<file path="config.mk">
export PLATFORM = sky130hd
export DESIGN_NAME = qrs_peak_detector
export DESIGN_NICKNAME = d
export VERILOG_FILES = /design/src/rtl/qrs_pkg.sv /design/src/rtl/qrs_peak_detector.sv /design/src/rtl/qrs_ram.sv /design/src/rtl/qrs_ctrl.sv /design/src/rtl/qrs_dp.sv
export SDC_FILE = /design/constraint.sdc
export NUM_CORES = 2
export LEC_CHECK = 0
export BUFFER_PORTS_ARGS = -buffer_cell sky130_fd_sc_hd__buf_2
export CORE_UTILIZATION = 43
export DETAILED_ROUTE_END_ITERATION = 10
export PLACE_DENSITY = 0.57
export REMOVE_ABC_BUFFERS = 1
export SYNTH_ARGS = -nofsm -noshare
export SYNTH_HDL_FRONTEND = slang
export SYNTH_SLANG_ARGS = --single-unit
</file>
<file path="constraint.sdc">
create_clock -name clk -period 18 [get_ports clk]
set_clock_uncertainty 0.05 [all_clocks]
set_input_delay 0.9 -clock clk [delete_from_list [all_inputs] [get_ports clk]]
set_output_delay 0.9 -clock clk [all_outputs]
set_load 0.005 [all_outputs]
</file>
<file path="src/rtl/qrs_pkg.sv">
// qrs_pkg: shared constants, types and helper functions of the QRS peak detector.
// Used by qrs_ctrl, qrs_dp and qrs_peak_detector; depends on nothing.

package qrs_pkg;

  localparam int SAMPLE_WIDTH = 16;
  localparam int IDX_W        = 32;
  localparam int RR_W         = 16;
  localparam int PEAK_DEPTH   = 32;                 // power of two, circular peak store
  localparam int PEAK_AW      = $clog2(PEAK_DEPTH);
  localparam int FILL_W       = $clog2(PEAK_DEPTH + 1);
  localparam int PEAK_W       = SAMPLE_WIDTH + IDX_W;
  localparam int RR_DEPTH     = 8;
  localparam int RR_IW        = (RR_DEPTH > 1) ? $clog2(RR_DEPTH) : 1;
  localparam int CNT_W        = $clog2(RR_DEPTH + 1);
  localparam int SUM_W        = RR_W + $clog2(RR_DEPTH + 1);
  localparam int DIV_CW       = $clog2(SUM_W);
  localparam int REM_W        = CNT_W + 1;
  localparam int LVL_FRAC     = 3;
  localparam int LVL_W        = SAMPLE_WIDTH + LVL_FRAC;
  localparam int ACC_W        = LVL_W + 3;
  localparam int COEF_W       = 11;
  localparam int COEF_SHIFT   = 10;
  localparam int PROD_W       = RR_W + COEF_W;
  localparam int MISS_W       = 4;
  localparam logic [MISS_W-1:0] MISS_MAX = '1;

  localparam logic [COEF_W-1:0] COEF_LOW  = 11'd942;
  localparam logic [COEF_W-1:0] COEF_HIGH = 11'd1188;
  localparam logic [COEF_W-1:0] COEF_MISS = 11'd1700;

  // Configuration port
  localparam int CFG_AW = 1;
  localparam int CFG_DW = 16;
  localparam logic [CFG_AW-1:0] CFG_LOW_LEVEL  = 1'd0;
  localparam logic [CFG_AW-1:0] CFG_MISS_LIMIT = 1'd1;
  localparam logic [SAMPLE_WIDTH-1:0] LOW_LEVEL_RST  = 16'd2000;
  localparam logic [MISS_W-1:0]       MISS_LIMIT_RST = 4'd5;

  // Output packing: value, index, rr, by_searchback, low warning, miss warning
  localparam int OUT_FIELDS_W = SAMPLE_WIDTH + IDX_W + RR_W + 3;
  localparam int OUT_DATA_W   = ((OUT_FIELDS_W + 7) / 8) * 8;

  // RR limit slots
  typedef enum logic [1:0] {
    LIM_LOW  = 2'd0,
    LIM_HIGH = 2'd1,
    LIM_MISS = 2'd2
  } lim_sel_t;

  typedef enum logic [3:0] {
    ST_IDLE,
    ST_PEAK,
    ST_NOISE,
    ST_CAND,
    ST_INIT_LIM,
    ST_DECIDE,
    ST_SB_RD,
    ST_SB_CHK,
    ST_SB_HIT,
    ST_MEAN,
    ST_DIV,
    ST_LIM,
    ST_THR,
    ST_EMIT
  } state_t;

  typedef enum logic [3:0] {
    OP_NONE,
    OP_CAPTURE,
    OP_PEAK,
    OP_NOISE,
    OP_LIM_LOAD_RR,
    OP_LIM_STEP,
    OP_DECIDE,
    OP_SB_READ,
    OP_SB_CHECK,
    OP_SB_HIT,
    OP_MEAN_STEP,
    OP_DIV_STEP,
    OP_THR,
    OP_EMIT
  } op_t;

  typedef struct packed {
    logic is_peak;
    logic above_thr1;
    logic started;
    logic accept;
    logic sb_need;
    logic sb_empty;
    logic sb_qual;
    logic sb_end;
    logic mean_last;
    logic div_last;
    logic lim_last;
    logic pending;
    logic out_free;
  } dp_stat_t;

  function automatic logic [COEF_W-1:0] lim_coef(input logic [1:0] sel);
    logic [COEF_W-1:0] c;
    case (sel)
      LIM_LOW:  c = COEF_LOW;
      LIM_HIGH: c = COEF_HIGH;
      default:  c = COEF_MISS;
    endcase
    return c;
  endfunction

  // Saturate an index difference to the RR width.
  function automatic logic [RR_W-1:0] sat_rr(input logic [IDX_W-1:0] d);
    return (|d[IDX_W-1:RR_W]) ? {RR_W{1'b1}} : d[RR_W-1:0];
  endfunction

endpackage

</file>
<file path="src/rtl/qrs_peak_detector.sv">
// qrs_peak_detector: top level of the QRS peak detector.
// Depends on qrs_pkg, qrs_ctrl, qrs_dp (and through it qrs_ram).
//
// Usage:
//   in_*  : one filtered, integrated ECG sample per transaction (16 bits, unsigned).
//   out_* : zero or one result per sample. A result appears when an R-peak is found
//           (directly or by searchback) or when the miss counter reaches its limit.
//   cfg_* : write-only registers: index 0 low value level, index 1 miss run limit.
//           Write them only while the block is idle.
// Timing: one sample at a time. A sample that is not a peak ends after the peak test, a
//   noise peak also updates the noise level and thresholds, an accepted beat runs 8 ring
//   steps, 20 divider steps and 3 limit multiplies, and a searchback scans the 32-entry
//   store with one RAM read per scanned peak. The first candidate also computes its
//   initial limits.
// Reset: all levels, thresholds, limits, rings and counters clear; the peak store
//   is tracked by a fill count and needs no clearing pass.
// Stall: a result waits in the output register; the next sample is still accepted
//   and only a later result waits for the register to drain.

module qrs_peak_detector (
  input  logic                               clk,
  input  logic                               rst_n,
  input  logic                               in_tvalid,
  output logic                               in_tready,
  input  logic [qrs_pkg::SAMPLE_WIDTH-1:0]   in_tdata,   // [15:0] sample
  output logic                               out_tvalid,
  input  logic                               out_tready,
  // [15:0] rpeak_value, [47:16] rpeak_index, [63:48] rr_length, [64] by_searchback,
  // [65] low_value_warning, [66] miss_run_warning, [71:67] zero
  output logic [qrs_pkg::OUT_DATA_W-1:0]     out_tdata,
  output logic                               out_tuser,  // [0] rpeak_valid
  input  logic                               cfg_we,
  input  logic [qrs_pkg::CFG_AW-1:0]         cfg_addr,
  input  logic [qrs_pkg::CFG_DW-1:0]         cfg_wdata
);
  import qrs_pkg::*;

  op_t      op;
  dp_stat_t stat;

  // Sequencer: one datapath operation per cycle
  qrs_ctrl u_ctrl (
    .clk       (clk),
    .rst_n     (rst_n),
    .in_tvalid (in_tvalid),
    .in_tready (in_tready),
    .stat      (stat),
    .op        (op)
  );

  // Datapath with peak store and output register
  qrs_dp u_dp (
    .clk        (clk),
    .rst_n      (rst_n),
    .op         (op),
    .stat       (stat),
    .sample     (in_tdata),
    .cfg_we     (cfg_we),
    .cfg_addr   (cfg_addr),
    .cfg_wdata  (cfg_wdata),
    .out_tready (out_tready),
    .out_tvalid (out_tvalid),
    .out_tdata  (out_tdata),
    .out_tuser  (out_tuser)
  );

  // Hold off the next sample while one is in work
  a_busy_after_accept: assert property (@(posedge clk) disable iff (!rst_n)
    (in_tvalid && in_tready) |=> !in_tready)
    else $error("input accepted again right after a transaction");

  // A result without an R-peak only reports a miss run
  a_result_has_cause: assert property (@(posedge clk) disable iff (!rst_n)
    out_tvalid |-> (out_tuser || out_tdata[66]))
    else $error("result with neither R-peak nor miss warning");

  a_warning_only_zero: assert property (@(posedge clk) disable iff (!rst_n)
    (out_tvalid && !out_tuser) |-> (out_tdata[65:0] == '0))
    else $error("warning-only result carries peak fields");

  a_searchback_is_peak: assert property (@(posedge clk) disable iff (!rst_n)
    (out_tvalid && out_tdata[64]) |-> out_tuser)
    else $error("searchback flag without R-peak");

endmodule

</file>
<file path="src/rtl/qrs_ram.sv">
// qrs_ram: generic single-port RAM with registered read data.
// Stand-alone; holds the peak store of the detector.

module qrs_ram #(
  parameter int WIDTH = 8,
  parameter int DEPTH = 16
) (
  input  logic                     clk,
  input  logic                     we,
  input  logic [$clog2(DEPTH)-1:0] addr,
  input  logic [WIDTH-1:0]         wdata,
  output logic [WIDTH-1:0]         rdata
);

  logic [WIDTH-1:0] mem [DEPTH];

  always_ff @(posedge clk) begin
    if (we) begin
      mem[addr] <= wdata;
    end
    rdata <= mem[addr];
  end

endmodule

</file>
<file path="src/rtl/qrs_ctrl.sv">
// qrs_ctrl: sequencing state machine of the QRS peak detector.
// Depends on qrs_pkg; drives one datapath operation per cycle into qrs_dp.

module qrs_ctrl (
  input  logic              clk,
  input  logic              rst_n,
  input  logic              in_tvalid,
  output logic              in_tready,
  input  qrs_pkg::dp_stat_t stat,
  output qrs_pkg::op_t      op
);
  import qrs_pkg::*;

  state_t state_r, state_nxt;

  always_ff @(posedge clk) begin
    if (!rst_n) begin
      state_r <= ST_IDLE;
    end else begin
      state_r <= state_nxt;
    end
  end

  always_comb begin
    state_nxt = state_r;
    op        = OP_NONE;
    in_tready = 1'b0;
    case (state_r)
      ST_IDLE: begin
        in_tready = 1'b1;
        if (in_tvalid) begin
          op        = OP_CAPTURE;
          state_nxt = ST_PEAK;
        end
      end
      ST_PEAK: begin
        op = OP_PEAK;
        if (!stat.is_peak) state_nxt = ST_IDLE;
        else if (stat.above_thr1) state_nxt = ST_CAND;
        else state_nxt = ST_NOISE;
      end
      ST_NOISE: begin
        op        = OP_NOISE;
        state_nxt = ST_THR;
      end
      ST_CAND: begin
        if (stat.started) begin
          state_nxt = ST_DECIDE;
        end else begin
          op        = OP_LIM_LOAD_RR;
          state_nxt = ST_INIT_LIM;
        end
      end
      ST_INIT_LIM: begin
        op = OP_LIM_STEP;
        if (stat.lim_last) state_nxt = ST_DECIDE;
      end
      ST_DECIDE: begin
        op = OP_DECIDE;
        if (stat.accept) state_nxt = ST_MEAN;
        else if (stat.sb_need && !stat.sb_empty) state_nxt = ST_SB_RD;
        else state_nxt = ST_EMIT;
      end
      ST_SB_RD: begin
        op        = OP_SB_READ;
        state_nxt = ST_SB_CHK;
      end
      ST_SB_CHK: begin
        op = OP_SB_CHECK;
        if (stat.sb_qual) state_nxt = ST_SB_HIT;
        else if (stat.sb_end) state_nxt = ST_EMIT;
        else state_nxt = ST_SB_RD;
      end
      ST_SB_HIT: begin
        op        = OP_SB_HIT;
        state_nxt = ST_MEAN;
      end
      ST_MEAN: begin
        op = OP_MEAN_STEP;
        if (stat.mean_last) state_nxt = ST_DIV;
      end
      ST_DIV: begin
        op = OP_DIV_STEP;
        if (stat.div_last) state_nxt = ST_LIM;
      end
      ST_LIM: begin
        op = OP_LIM_STEP;
        if (stat.lim_last) state_nxt = ST_THR;
      end
      ST_THR: begin
        op        = OP_THR;
        state_nxt = ST_EMIT;
      end
      ST_EMIT: begin
        if (!stat.pending) begin
          state_nxt = ST_IDLE;
        end else if (stat.out_free) begin
          op        = OP_EMIT;
          state_nxt = ST_IDLE;
        end
      end
      default: state_nxt = ST_IDLE;
    endcase
  end

endmodule

</file>
<file path="src/rtl/qrs_dp.sv">
// qrs_dp: datapath of the QRS peak detector: sample history, peak store, RR rings,
// levels, thresholds, RR limits, mean divider and output register.
// Depends on qrs_pkg and qrs_ram; commanded by qrs_ctrl.

module qrs_dp (
  input  logic                              clk,
  input  logic                              rst_n,
  input  qrs_pkg::op_t                      op,
  output qrs_pkg::dp_stat_t                 stat,
  input  logic [qrs_pkg::SAMPLE_WIDTH-1:0]  sample,
  input  logic                              cfg_we,
  input  logic [qrs_pkg::CFG_AW-1:0]        cfg_addr,
  input  logic [qrs_pkg::CFG_DW-1:0]        cfg_wdata,
  input  logic                              out_tready,
  output logic                              out_tvalid,
  output logic [qrs_pkg::OUT_DATA_W-1:0]    out_tdata,
  output logic                              out_tuser
);
  import qrs_pkg::*;

  // Persistent state
  logic [SAMPLE_WIDTH-1:0] prev0_r, prev1_r;
  logic [IDX_W-1:0]        count_r, last_r;
  logic [RR_W-1:0]         ok_ring_r  [RR_DEPTH];
  logic [RR_W-1:0]         all_ring_r [RR_DEPTH];
  logic [LVL_W-1:0]        sig_r, noise_r;
  logic [SAMPLE_WIDTH-1:0] thr1_r, thr2_r;
  logic [RR_W-1:0]         lim_r [3];
  logic                    started_r;
  logic [MISS_W-1:0]       miss_r;
  logic [SAMPLE_WIDTH-1:0] low_level_r;
  logic [MISS_W-1:0]       miss_limit_r;
  logic [PEAK_AW-1:0]      wptr_r;
  logic [FILL_W-1:0]       fill_r;

  // Per-item working registers
  logic [SAMPLE_WIDTH-1:0] cand_r;
  logic [IDX_W-1:0]        idx_r;
  logic                    is_peak_r;
  logic [RR_W-1:0]         rr_r;
  logic [PEAK_AW-1:0]      k_r;
  logic                    sel_ok_r;
  logic [RR_IW-1:0]        j_r;
  logic [SUM_W-1:0]        sum_r, q_r;
  logic [CNT_W-1:0]        cnt_r;
  logic [REM_W-1:0]        rem_r;
  logic [DIV_CW-1:0]       dcnt_r;
  logic [RR_W-1:0]         base_r;
  logic [1:0]              lcnt_r;

  // Pending result
  logic                    res_valid_r, res_sb_r, warn_r;
  logic [SAMPLE_WIDTH-1:0] res_val_r;
  logic [IDX_W-1:0]        res_idx_r;
  logic [RR_W-1:0]         res_rr_r;

  // Output register
  logic                    out_valid_r;
  logic [OUT_DATA_W-1:0]   out_data_r;
  logic                    out_user_r;

  // Peak store
  logic                    ram_we;
  logic [PEAK_AW-1:0]      ram_addr;
  logic [PEAK_W-1:0]       ram_rdata;
  logic [SAMPLE_WIDTH-1:0] sb_val;
  logic [IDX_W-1:0]        sb_idx;

  assign ram_we   = (op == OP_PEAK) && is_peak_r;
  assign ram_addr = (op == OP_PEAK) ? wptr_r : (wptr_r - PEAK_AW'(1) - k_r);
  assign sb_val   = ram_rdata[SAMPLE_WIDTH-1:0];
  assign sb_idx   = ram_rdata[PEAK_W-1:SAMPLE_WIDTH];

  qrs_ram #(.WIDTH(PEAK_W), .DEPTH(PEAK_DEPTH)) u_peak_ram (
    .clk   (clk),
    .we    (ram_we),
    .addr  (ram_addr),
    .wdata ({idx_r, cand_r}),
    .rdata (ram_rdata)
  );

  // Combinational helpers
  logic [RR_W-1:0]   rr_calc, rr_sb;
  logic [ACC_W-1:0]  sig_acc, sig_sb, noise_acc;
  logic [LVL_W+1:0]  thr_sum;
  logic [RR_W-1:0]   melem;
  logic              mnz;
  logic [SUM_W-1:0]  sum_add;
  logic [CNT_W-1:0]  cnt_add;
  logic [REM_W-1:0]  rem_sh, rem_nxt;
  logic              div_ge;
  logic [SUM_W-1:0]  q_nxt;
  logic [PROD_W-1:0] prod;
  logic [PROD_W-COEF_SHIFT-1:0] prod_sh;
  logic [RR_W-1:0]   lim_val;
  logic              miss_hit;
  logic [MISS_W-1:0] miss_inc;

  assign rr_calc   = (idx_r >= last_r) ? sat_rr(idx_r - last_r) : '0;
  assign rr_sb     = sat_rr(sb_idx - last_r);
  assign sig_acc   = (ACC_W'({cand_r, 3'b000}) + ACC_W'(sig_r) * ACC_W'(7)) >> 3;
  assign sig_sb    = (ACC_W'({sb_val, 3'b000}) + ACC_W'(sig_r) * ACC_W'(3)) >> 2;
  assign noise_acc = (ACC_W'({cand_r, 3'b000}) + ACC_W'(noise_r) * ACC_W'(7)) >> 3;
  assign thr_sum   = (LVL_W+2)'(noise_r) * (LVL_W+2)'(3) + (LVL_W+2)'(sig_r);

  assign melem   = sel_ok_r ? ok_ring_r[j_r] : all_ring_r[j_r];
  assign mnz     = (melem != '0);
  assign sum_add = sum_r + (mnz ? SUM_W'(melem) : '0);
  assign cnt_add = cnt_r + CNT_W'(mnz);

  assign rem_sh  = {rem_r[REM_W-2:0], q_r[SUM_W-1]};
  assign div_ge  = (rem_sh >= REM_W'(cnt_r));
  assign rem_nxt = div_ge ? (rem_sh - REM_W'(cnt_r)) : rem_sh;
  assign q_nxt   = {q_r[SUM_W-2:0], div_ge};

  assign prod    = PROD_W'(base_r) * PROD_W'(lim_coef(lcnt_r));
  assign prod_sh = prod[PROD_W-1:COEF_SHIFT];
  assign lim_val = (|prod_sh[PROD_W-COEF_SHIFT-1:RR_W]) ? {RR_W{1'b1}} : prod_sh[RR_W-1:0];

  assign miss_hit = ((rr_r < lim_r[LIM_LOW]) || (rr_r > lim_r[LIM_HIGH])) && (miss_r < MISS_MAX);
  assign miss_inc = miss_r + MISS_W'(1);

  // Status to the controller
  always_comb begin
    stat.is_peak    = is_peak_r;
    stat.above_thr1 = cand_r > thr1_r;
    stat.started    = started_r;
    stat.accept     = (rr_r > lim_r[LIM_LOW]) && (rr_r < lim_r[LIM_HIGH]);
    stat.sb_need    = rr_r > lim_r[LIM_MISS];
    stat.sb_empty   = fill_r < FILL_W'(2);
    stat.sb_qual    = (sb_val > thr2_r) && (sb_idx > last_r);
    stat.sb_end     = (FILL_W'(k_r) + FILL_W'(1)) >= fill_r;
    stat.mean_last  = (j_r == RR_IW'(RR_DEPTH - 1));
    stat.div_last   = (dcnt_r == DIV_CW'(SUM_W - 1));
    stat.lim_last   = (lcnt_r == LIM_MISS);
    stat.pending    = res_valid_r || warn_r;
    stat.out_free   = !out_valid_r || out_tready;
  end

  // Configuration registers
  always_ff @(posedge clk) begin
    if (!rst_n) begin
      low_level_r  <= LOW_LEVEL_RST;
      miss_limit_r <= MISS_LIMIT_RST;
    end else if (cfg_we) begin
      case (cfg_addr)
        CFG_LOW_LEVEL:  low_level_r  <= cfg_wdata[SAMPLE_WIDTH-1:0];
        CFG_MISS_LIMIT: miss_limit_r <= cfg_wdata[MISS_W-1:0];
        default: ;
      endcase
    end
  end

  // Detector state
  always_ff @(posedge clk) begin
    if (!rst_n) begin
      prev0_r   <= '0;
      prev1_r   <= '0;
      count_r   <= '0;
      last_r    <= '0;
      sig_r     <= '0;
      noise_r   <= '0;
      thr1_r    <= '0;
      thr2_r    <= '0;
      started_r <= 1'b0;
      miss_r    <= '0;
      wptr_r    <= '0;
      fill_r    <= '0;
      for (int i = 0; i < RR_DEPTH; i++) begin
        ok_ring_r[i]  <= '0;
        all_ring_r[i] <= '0;
      end
      for (int i = 0; i < 3; i++) lim_r[i] <= '0;
      res_valid_r <= 1'b0;
      warn_r      <= 1'b0;
    end else begin
      case (op)
        OP_CAPTURE: begin
          cand_r      <= prev0_r;
          idx_r       <= count_r;
          is_peak_r   <= (prev1_r < prev0_r) && (prev0_r > sample);
          prev1_r     <= prev0_r;
          prev0_r     <= sample;
          if (count_r != '1) count_r <= count_r + IDX_W'(1);
          res_valid_r <= 1'b0;
          res_sb_r    <= 1'b0;
          warn_r      <= 1'b0;
          res_val_r   <= '0;
          res_idx_r   <= '0;
          res_rr_r    <= '0;
        end
        OP_PEAK: begin
          rr_r <= rr_calc;
          if (is_peak_r) begin
            wptr_r <= wptr_r + PEAK_AW'(1);
            if (fill_r != FILL_W'(PEAK_DEPTH)) fill_r <= fill_r + FILL_W'(1);
          end
        end
        OP_NOISE: noise_r <= noise_acc[LVL_W-1:0];
        OP_LIM_LOAD_RR: begin
          base_r    <= rr_r;
          lcnt_r    <= LIM_LOW;
          started_r <= 1'b1;
        end
        OP_LIM_STEP: begin
          lim_r[lcnt_r] <= lim_val;
          lcnt_r        <= lcnt_r + 2'd1;
        end
        OP_DECIDE: begin
          k_r      <= PEAK_AW'(1);
          j_r      <= '0;
          sum_r    <= '0;
          cnt_r    <= '0;
          sel_ok_r <= 1'b1;
          if (miss_hit) begin
            miss_r <= miss_inc;
            warn_r <= (miss_inc == miss_limit_r);
          end
          if (stat.accept) begin
            last_r       <= idx_r;
            sig_r        <= sig_acc[LVL_W-1:0];
            ok_ring_r[0]  <= rr_r;
            all_ring_r[0] <= rr_r;
            for (int i = 1; i < RR_DEPTH; i++) begin
              ok_ring_r[i]  <= ok_ring_r[i-1];
              all_ring_r[i] <= all_ring_r[i-1];
            end
            miss_r      <= '0;
            res_valid_r <= 1'b1;
            res_val_r   <= cand_r;
            res_idx_r   <= idx_r;
            res_rr_r    <= rr_r;
          end
        end
        OP_SB_CHECK: k_r <= k_r + PEAK_AW'(1);
        OP_SB_HIT: begin
          last_r        <= sb_idx;
          sig_r         <= sig_sb[LVL_W-1:0];
          all_ring_r[0] <= rr_sb;
          for (int i = 1; i < RR_DEPTH; i++) all_ring_r[i] <= all_ring_r[i-1];
          sel_ok_r    <= 1'b0;
          res_valid_r <= 1'b1;
          res_sb_r    <= 1'b1;
          res_val_r   <= sb_val;
          res_idx_r   <= sb_idx;
          res_rr_r    <= rr_sb;
        end
        OP_MEAN_STEP: begin
          sum_r <= sum_add;
          cnt_r <= cnt_add;
          j_r   <= j_r + RR_IW'(1);
          if (stat.mean_last) begin
            q_r    <= sum_add;
            rem_r  <= '0;
            dcnt_r <= '0;
          end
        end
        OP_DIV_STEP: begin
          q_r    <= q_nxt;
          rem_r  <= rem_nxt;
          dcnt_r <= dcnt_r + DIV_CW'(1);
          if (stat.div_last) begin
            base_r <= (cnt_r == '0) ? '0 : q_nxt[RR_W-1:0];
            lcnt_r <= LIM_LOW;
          end
        end
        OP_THR: begin
          thr1_r <= thr_sum[LVL_FRAC+2 +: SAMPLE_WIDTH];
          thr2_r <= {1'b0, thr_sum[LVL_FRAC+3 +: SAMPLE_WIDTH-1]};
        end
        default: ;
      endcase
    end
  end

  // Output register
  always_ff @(posedge clk) begin
    if (!rst_n) begin
      out_valid_r <= 1'b0;
    end else if (op == OP_EMIT) begin
      out_valid_r <= 1'b1;
    end else if (out_tready) begin
      out_valid_r <= 1'b0;
    end
  end

  always_ff @(posedge clk) begin
    if (op == OP_EMIT) begin
      out_user_r <= res_valid_r;
      out_data_r <= OUT_DATA_W'({warn_r,
                                 res_valid_r && (res_val_r < low_level_r),
                                 res_sb_r, res_rr_r, res_idx_r, res_val_r});
    end
  end

  assign out_tvalid = out_valid_r;
  assign out_tdata  = out_data_r;
  assign out_tuser  = out_user_r;

endmodule

</file>
# After elaboration in Yosys (flattened, before gate mapping)

Memory sizes are Yosys's and may differ from the RTL's. A register that Yosys moved wholly into a read port is not among the register bits.
Index checks and enable logic that the tools add are counted.
Widths: inputs -> output; s select.

Magnitude comparators: 16
Add/subtract/negate cells: 20
Eq/ne operators: 42
Multiplexer cells: 104
Multipliers: 5
Bitwise operators: 25
Reduce and logical (&&, ||, !) cells: 51

Operator list:

| operator              | number |
|---|---|
| $mux 16               | 34 |
| $pmux 16 s3           | 2 |
| $pmux 32 s3           | 1 |
| $gt 16x16->1          | 5 |
| $pmux 20 s2           | 2 |
| $mux 4                | 17 |
| $lt 16x16->1          | 4 |
| $pmux 32 s2           | 1 |
| $sub 32x32->32        | 2 |
| $pmux 4 s14           | 1 |
| $pmux 4 s13           | 1 |
| $eq 4x4->1 const B    | 12 |
| $reduce_or 16->1      | 3 |
| $add 19x22->22        | 2 |
| $mul 19x3->22 const B | 2 |
| $mul 19x2->21 const B | 2 |
| $pmux 19 s2           | 1 |
| $add 32x1->32 const B | 1 |
| $ge 32x32->1          | 1 |
| $gt 32x32->1          | 1 |
| $mux 32               | 1 |
| $ne 32x32->1 const B  | 1 |
| $pmux 16 s2           | 1 |
| $eq 4x3->1 const B    | 7 |
| other kinds (57)      | 158 |

Bits in writable memories: 1840
Logic and storage cells: 305
Register bits after elaboration: 486
Memories kept: 4
Output and inout port bits: 75

Memories:

| name                | words | width | read ports | clocked after memory_dff | write ports | RTL line      | text |
|---|---|---|---|---|---|---|---|
| u_dp.u_peak_ram.mem | 32    | 48    | 1          | 1                        | 1           | qrs_ram.sv:15 | `logic [WIDTH-1:0] mem [DEPTH];` |
| u_dp.all_ring_r     | 8     | 16    | 8          | 1                        | 8           | qrs_dp.sv:25  | `logic [RR_W-1:0] all_ring_r [RR_DEPTH];` |
| u_dp.ok_ring_r      | 8     | 16    | 8          | 1                        | 8           | qrs_dp.sv:24  | `logic [RR_W-1:0] ok_ring_r [RR_DEPTH];` |
| u_dp.lim_r          | 3     | 16    | 3          | 0                        | 3           | qrs_dp.sv:28  | `logic [RR_W-1:0] lim_r [3];` |

# Depth between registers and ports, before layout

Depth in word-level cells: 11
Gate-level depth with buffers: 25

# Modules after synthesis

Synthesis repeated with hierarchy kept, for this count alone.

Cells, all modules: 7683
Area total of the unflattened synthesis: 108457.8 um2

Modules (own cells, without submodules):

| module   | cells each | sequential area each (um2) | area an instance (um2) | instances |
|---|---|---|---|---|
| qrs_ram  | 3116       | 47085.2                    | 59161.7                | 1 |
| qrs_dp   | 4484       | 21320.4                    | 48750.5                | 1 |
| qrs_ctrl | 83         | 80.1                       | 545.5                  | 1 |

# Worst setup path before layout

No wires, ideal clock.

Path kind: in2reg
Start: in out_tready
End: reg u_dp.out_data_r[0], in the netlist u_dp.out_tdata[0] (enable)
Slack: 9.903 ns
Arrival time: 7.386 ns
Required time: 17.288 ns
Buffers on the path: 0
Stages on the path: 2
Library setup time: 0.662 ns
Cell sequence: nor2b_1 nor4_1

Cells in the longest elaborated chain, start to end: 5

RTL lines:

| element                | RTL line                | text |
|---|---|---|
| start: declaration     | qrs_peak_detector.sv:27 | `input logic out_tready,` |
| $logic_or 1x1->1       | qrs_dp.sv:137           | `stat.out_free = !out_valid_r \|\| out_tready;` |
| $mux 4                 | qrs_ctrl.sv:97          | `end else if (stat.out_free) begin` |
| $mux 4                 | qrs_ctrl.sv:95          | `if (!stat.pending) begin` |
| $pmux 4 s13            | qrs_ctrl.sv:28          | `case (state_r)` |
| $eq 4x4->1             | qrs_dp.sv:288           | `if (op == OP_EMIT) begin` |
| end signal: assignment | qrs_dp.sv:290           | `out_data_r <= OUT_DATA_W'({warn_r,` |
| end: declaration       | qrs_dp.sv:59            | `logic [OUT_DATA_W-1:0] out_data_r;` |

No other way between the ends.
A chain may end at the register's enable or synchronous reset.

==> results.md <==
* Outcome: finished, final reports clean
* CP cell instances: inv_1, ha_1, nand2_1, fa_1, fa_1, inv_1, fa_1, inv_1, fa_1, fa_1, inv_1, ha_1, and3_1, a21oi_1, o31ai_1, nand4_1, o211ai_1, a21oi_1, xnor2_2, inv_1, a21oi_1
* Sequential Power Share at 39.3%
* Top_reg_cell synth: edfxtp_1
* Switching Share at 32.7%
* FF-to-FF Start: u_dp.lcnt_r[0]
* IO Count at 113
* Dpl cells at 10100
* R2r worst-path depth at 21
* Switching power at 5.74 mW
* DIE WIDTH at 500 um
* Setup violators final at 0
* Initial antenna violation count at 11
* Mapped Avg Cell Area at 15.5 um^2
* Syn-to-layout area delta at 13.0%
* Routed len/inst at 28.5 um
* Delay-heaviest family, CP: adder cells
* Vias in the first global route at 62100
* Clock sink count at 2362
* Number of synthesized flops with an enable pin at 2118
* Dominant cells by area after synthesis: edfxtp_1, mux4_2, ha_1
* Hold_buf cts at 0
* Worst slew margin at 11.9%
* Crit. Startpoint: u_dp.lcnt_r[0]
* DR vias/cell at 5.90
* Non-filler cells, final at 10600
* Total Nets Final at 7738
* Top-area cell type share of the netlist area at 59.6%
* Iteration-0 DRC Markers at 7150
* Mapped Cells at 6866
* Max Root-Sink Buffers at 4
* Layout cells sized above 1 at 16.5%
* Die area at 0.250 mm^2
* Vias at 62700
* Distinct cells, synth at 80
* Clock power frac at 31.0%
* Max Clk Rate at 134 MHz
* Final Hold Fails at 0
* Syn Std Cell Area at 0.107 mm^2
* Total of max-cap violations at 0
* Die height at 500 um
* First-pass GRT wire length at 438000 um
* Hold depth at 3
* Final worst setup slack at 10.55 ns
* Drc violations at 0
* Levels on crit path at 21
* Reg clk slew, reported paths at 0.07 ns
* Critical R2R Capture: u_dp.lim_r[1][15]
* YS warnings at 0
* Routed WL at 302000 um
* Setup Fix Bufs, Post-CTS at 0
* Setup TNS at 0 ns
* CTS root buf: clkbuf_16
* Critical Path AT at 8.12 ns
* Rows at 182
* GPL Wtd Cong at 0.907
* Pin count of the biggest net entering global routing at 145
* Worst Setup Start Kind: register
* TritonRoute pass-1 iters at 7
* Hold WC Path Type: input port to register
* CTS buffer count at 278
* Total grt overflow at 0
* Core area at 0.246 mm^2
* Reg2reg setup slack at 10.55 ns
* Crit path max-delay cell type: xnor2_2
* Logic pwr share at 29.7%
* Buf/Inv on CP at 5
* Sequential-to-total area share from yosys stat at 64.2%
* Final ANT Viol Nets at 0
* Crit-path max cell delay at 0.75 ns
* DP Worst Slack at 10.65 ns
* Starting Density at 43.3%
* Leak pwr at 42.8 nW
* Setup CP Type: register to register
* Detail Placement HPWL at 182000 um
* H-tree Lvls at 5
* Min Clock Period, post-route at 7.45 ns
* Yosys top cell by area: edfxtp_1
* Yosys reg bits at 2362
* Post-CTS resize count at 0
* Worst-path fanout max at 17
* Worst-skew pair later-pin latency at 0.95 ns
* Pwr Total at 17.6 mW
* Peak VDD IR at 0.112 mV
* Total track usage at 24.1%
* Final Util at 48.9%
* Period Utilization, post-route at 41.4%
* Critical path destination: u_dp.lim_r[1][15]
* Min-delay src: in_tdata[15]
* Filler instances at 20800
* Nature of the critical path endpoint: register
* Slew @ Worst Pin at 1.32 ns
* Cell area power density at 146 mW/mm^2
* Post-synth ARST share at 0%
* P_int at 11.8 mW
* Req. time, crit path at 18.67 ns
* Max-slew violation total from the final report at 0
* RSZ-0062 raised after global routing: false
* Port Buffers at 107
* CTS tree: done
[layout make-up]
cell class | instances | area, um^2 | share of cell area (%)
Sequential cell | 2362 | 68500 | 56.8
Antenna cell | 3 | 7.51 | 0.00623
Timing Repair Buffer | 262 | 1770 | 1.47
Tap cell | 3312 | 4140 | 3.44
Clock buffer | 378 | 7700 | 6.39
Inverter | 374 | 1410 | 1.17
Clock inverter | 109 | 1010 | 0.835
Multi-Input combinational cell | 3821 | 36000 | 29.9
[cell families (layout without fill, tap and decap cells)]
kind of cell    Yosys count  count (layout)  share of synthesized area, %
buf+inv                 687            1123                          2.50
other cells               1               8                       0.00351
compound gates         1104            1104                          6.90
simple gates           1454            1454                          6.66
mux                     481             481                          9.95
fa+ha+maj               601             601                          8.37
flops                  2362            2362                          64.2
xor+xnor                176             176                          1.44
[metrics by stage]
step                      hold slack (ns)  instance area, um^2
final                               0.169               121000
after global routing                0.132               121000
after CTS                          0.0968               121000
after detailed placement            0.355               112000
after global placement              0.355               112000
after floorplan                     0.350               105000
[flip-flops by register name, summed over array words and instances (netlist names), 48 cells and up, named ones only]
signal	flops
u_dp.out_tdata	67
u_dp.lim_r	48
u_dp.ok_ring_r	128
u_dp.u_peak_ram.mem	1536
u_dp.u_peak_ram.rdata	48
u_dp.all_ring_r	128
[worst min path at each step]
| stage | to |
|---|---|
| floorplan | u_dp.out_tdata[16] |
| global placement | u_dp.out_tdata[39] |
| detailed placement | u_dp.out_tdata[24] |
| CTS | u_dp.prev0_r[3] |
| global route | u_dp.prev0_r[15] |
| finish | u_dp.prev0_r[15] |
[power groups by stage]
stage,clock [mW],sequential [mW],combinational (mW)
after global routing,5.74,6.93,5.68
final,5.44,6.90,5.22
after detailed placement,0,7.01,5.19
after floorplan,0,6.89,5.21
after global placement,0,7.00,5.15
after CTS,5.53,6.90,5.22
[metal layers]
metal  vias up  global-route usage, %  share of wire (%)
met4         2                   6.35                2.4
met1     32700                   34.9                 44
li1      27000                      -                  -
met2      2537                   37.9                 47
met3       417                   3.65                7.1
met5         -                      0             0.0056
[worst min-delay path, delay by kind of cell]
family | cells | cell delay, ns
buf+inv | 1 | 0.10
compound gates | 1 | 0.05
simple gates | 1 | 0.05
[cells in the final DEF, fill, tap and decap left out, drive strengths merged, types with 78 or more instances in the layout]
cell type,n
o21ai,169
clkinv,78
clkbuf,378
fa,188
and3,112
and2,182
a21o,92
xor2,80
a22oi,206
dfxtp,244
nand4,102
mux4,464
a21oi,293
ha,413
inv,381
buf,262
edfxtp,2118
nand2,395
xnor2,96
nor2,355
nand3,89
[cells in the mapped netlist, types with 9 or more instances]
master,n
nand2b_1,47
a22oi_1,206
or2_2,11
nor3_1,42
o211ai_1,26
o21bai_1,15
o21a_1,39
a211oi_1,36
edfxtp_1,2118
clkbuf_1,226
inv_1,373
buf_2,37
nand3_1,89
o22ai_1,9
nand4_1,102
a311oi_1,38
nor2b_1,57
nor4_1,15
a21o_1,92
and2_1,182
mux4_2,464
a2111oi_0,9
ha_1,413
fa_1,188
o21ai_1,20
and3_1,112
buf_1,39
xnor2_1,96
buf_4,10
o31ai_1,10
or3_1,25
nor2_1,355
nand2_1,395
a21oi_1,292
o21ai_0,148
xor2_1,80
mux2i_1,13
dfxtp_1,244
a22o_1,65
a31oi_1,24
Power figures use the tool's default switching activity.
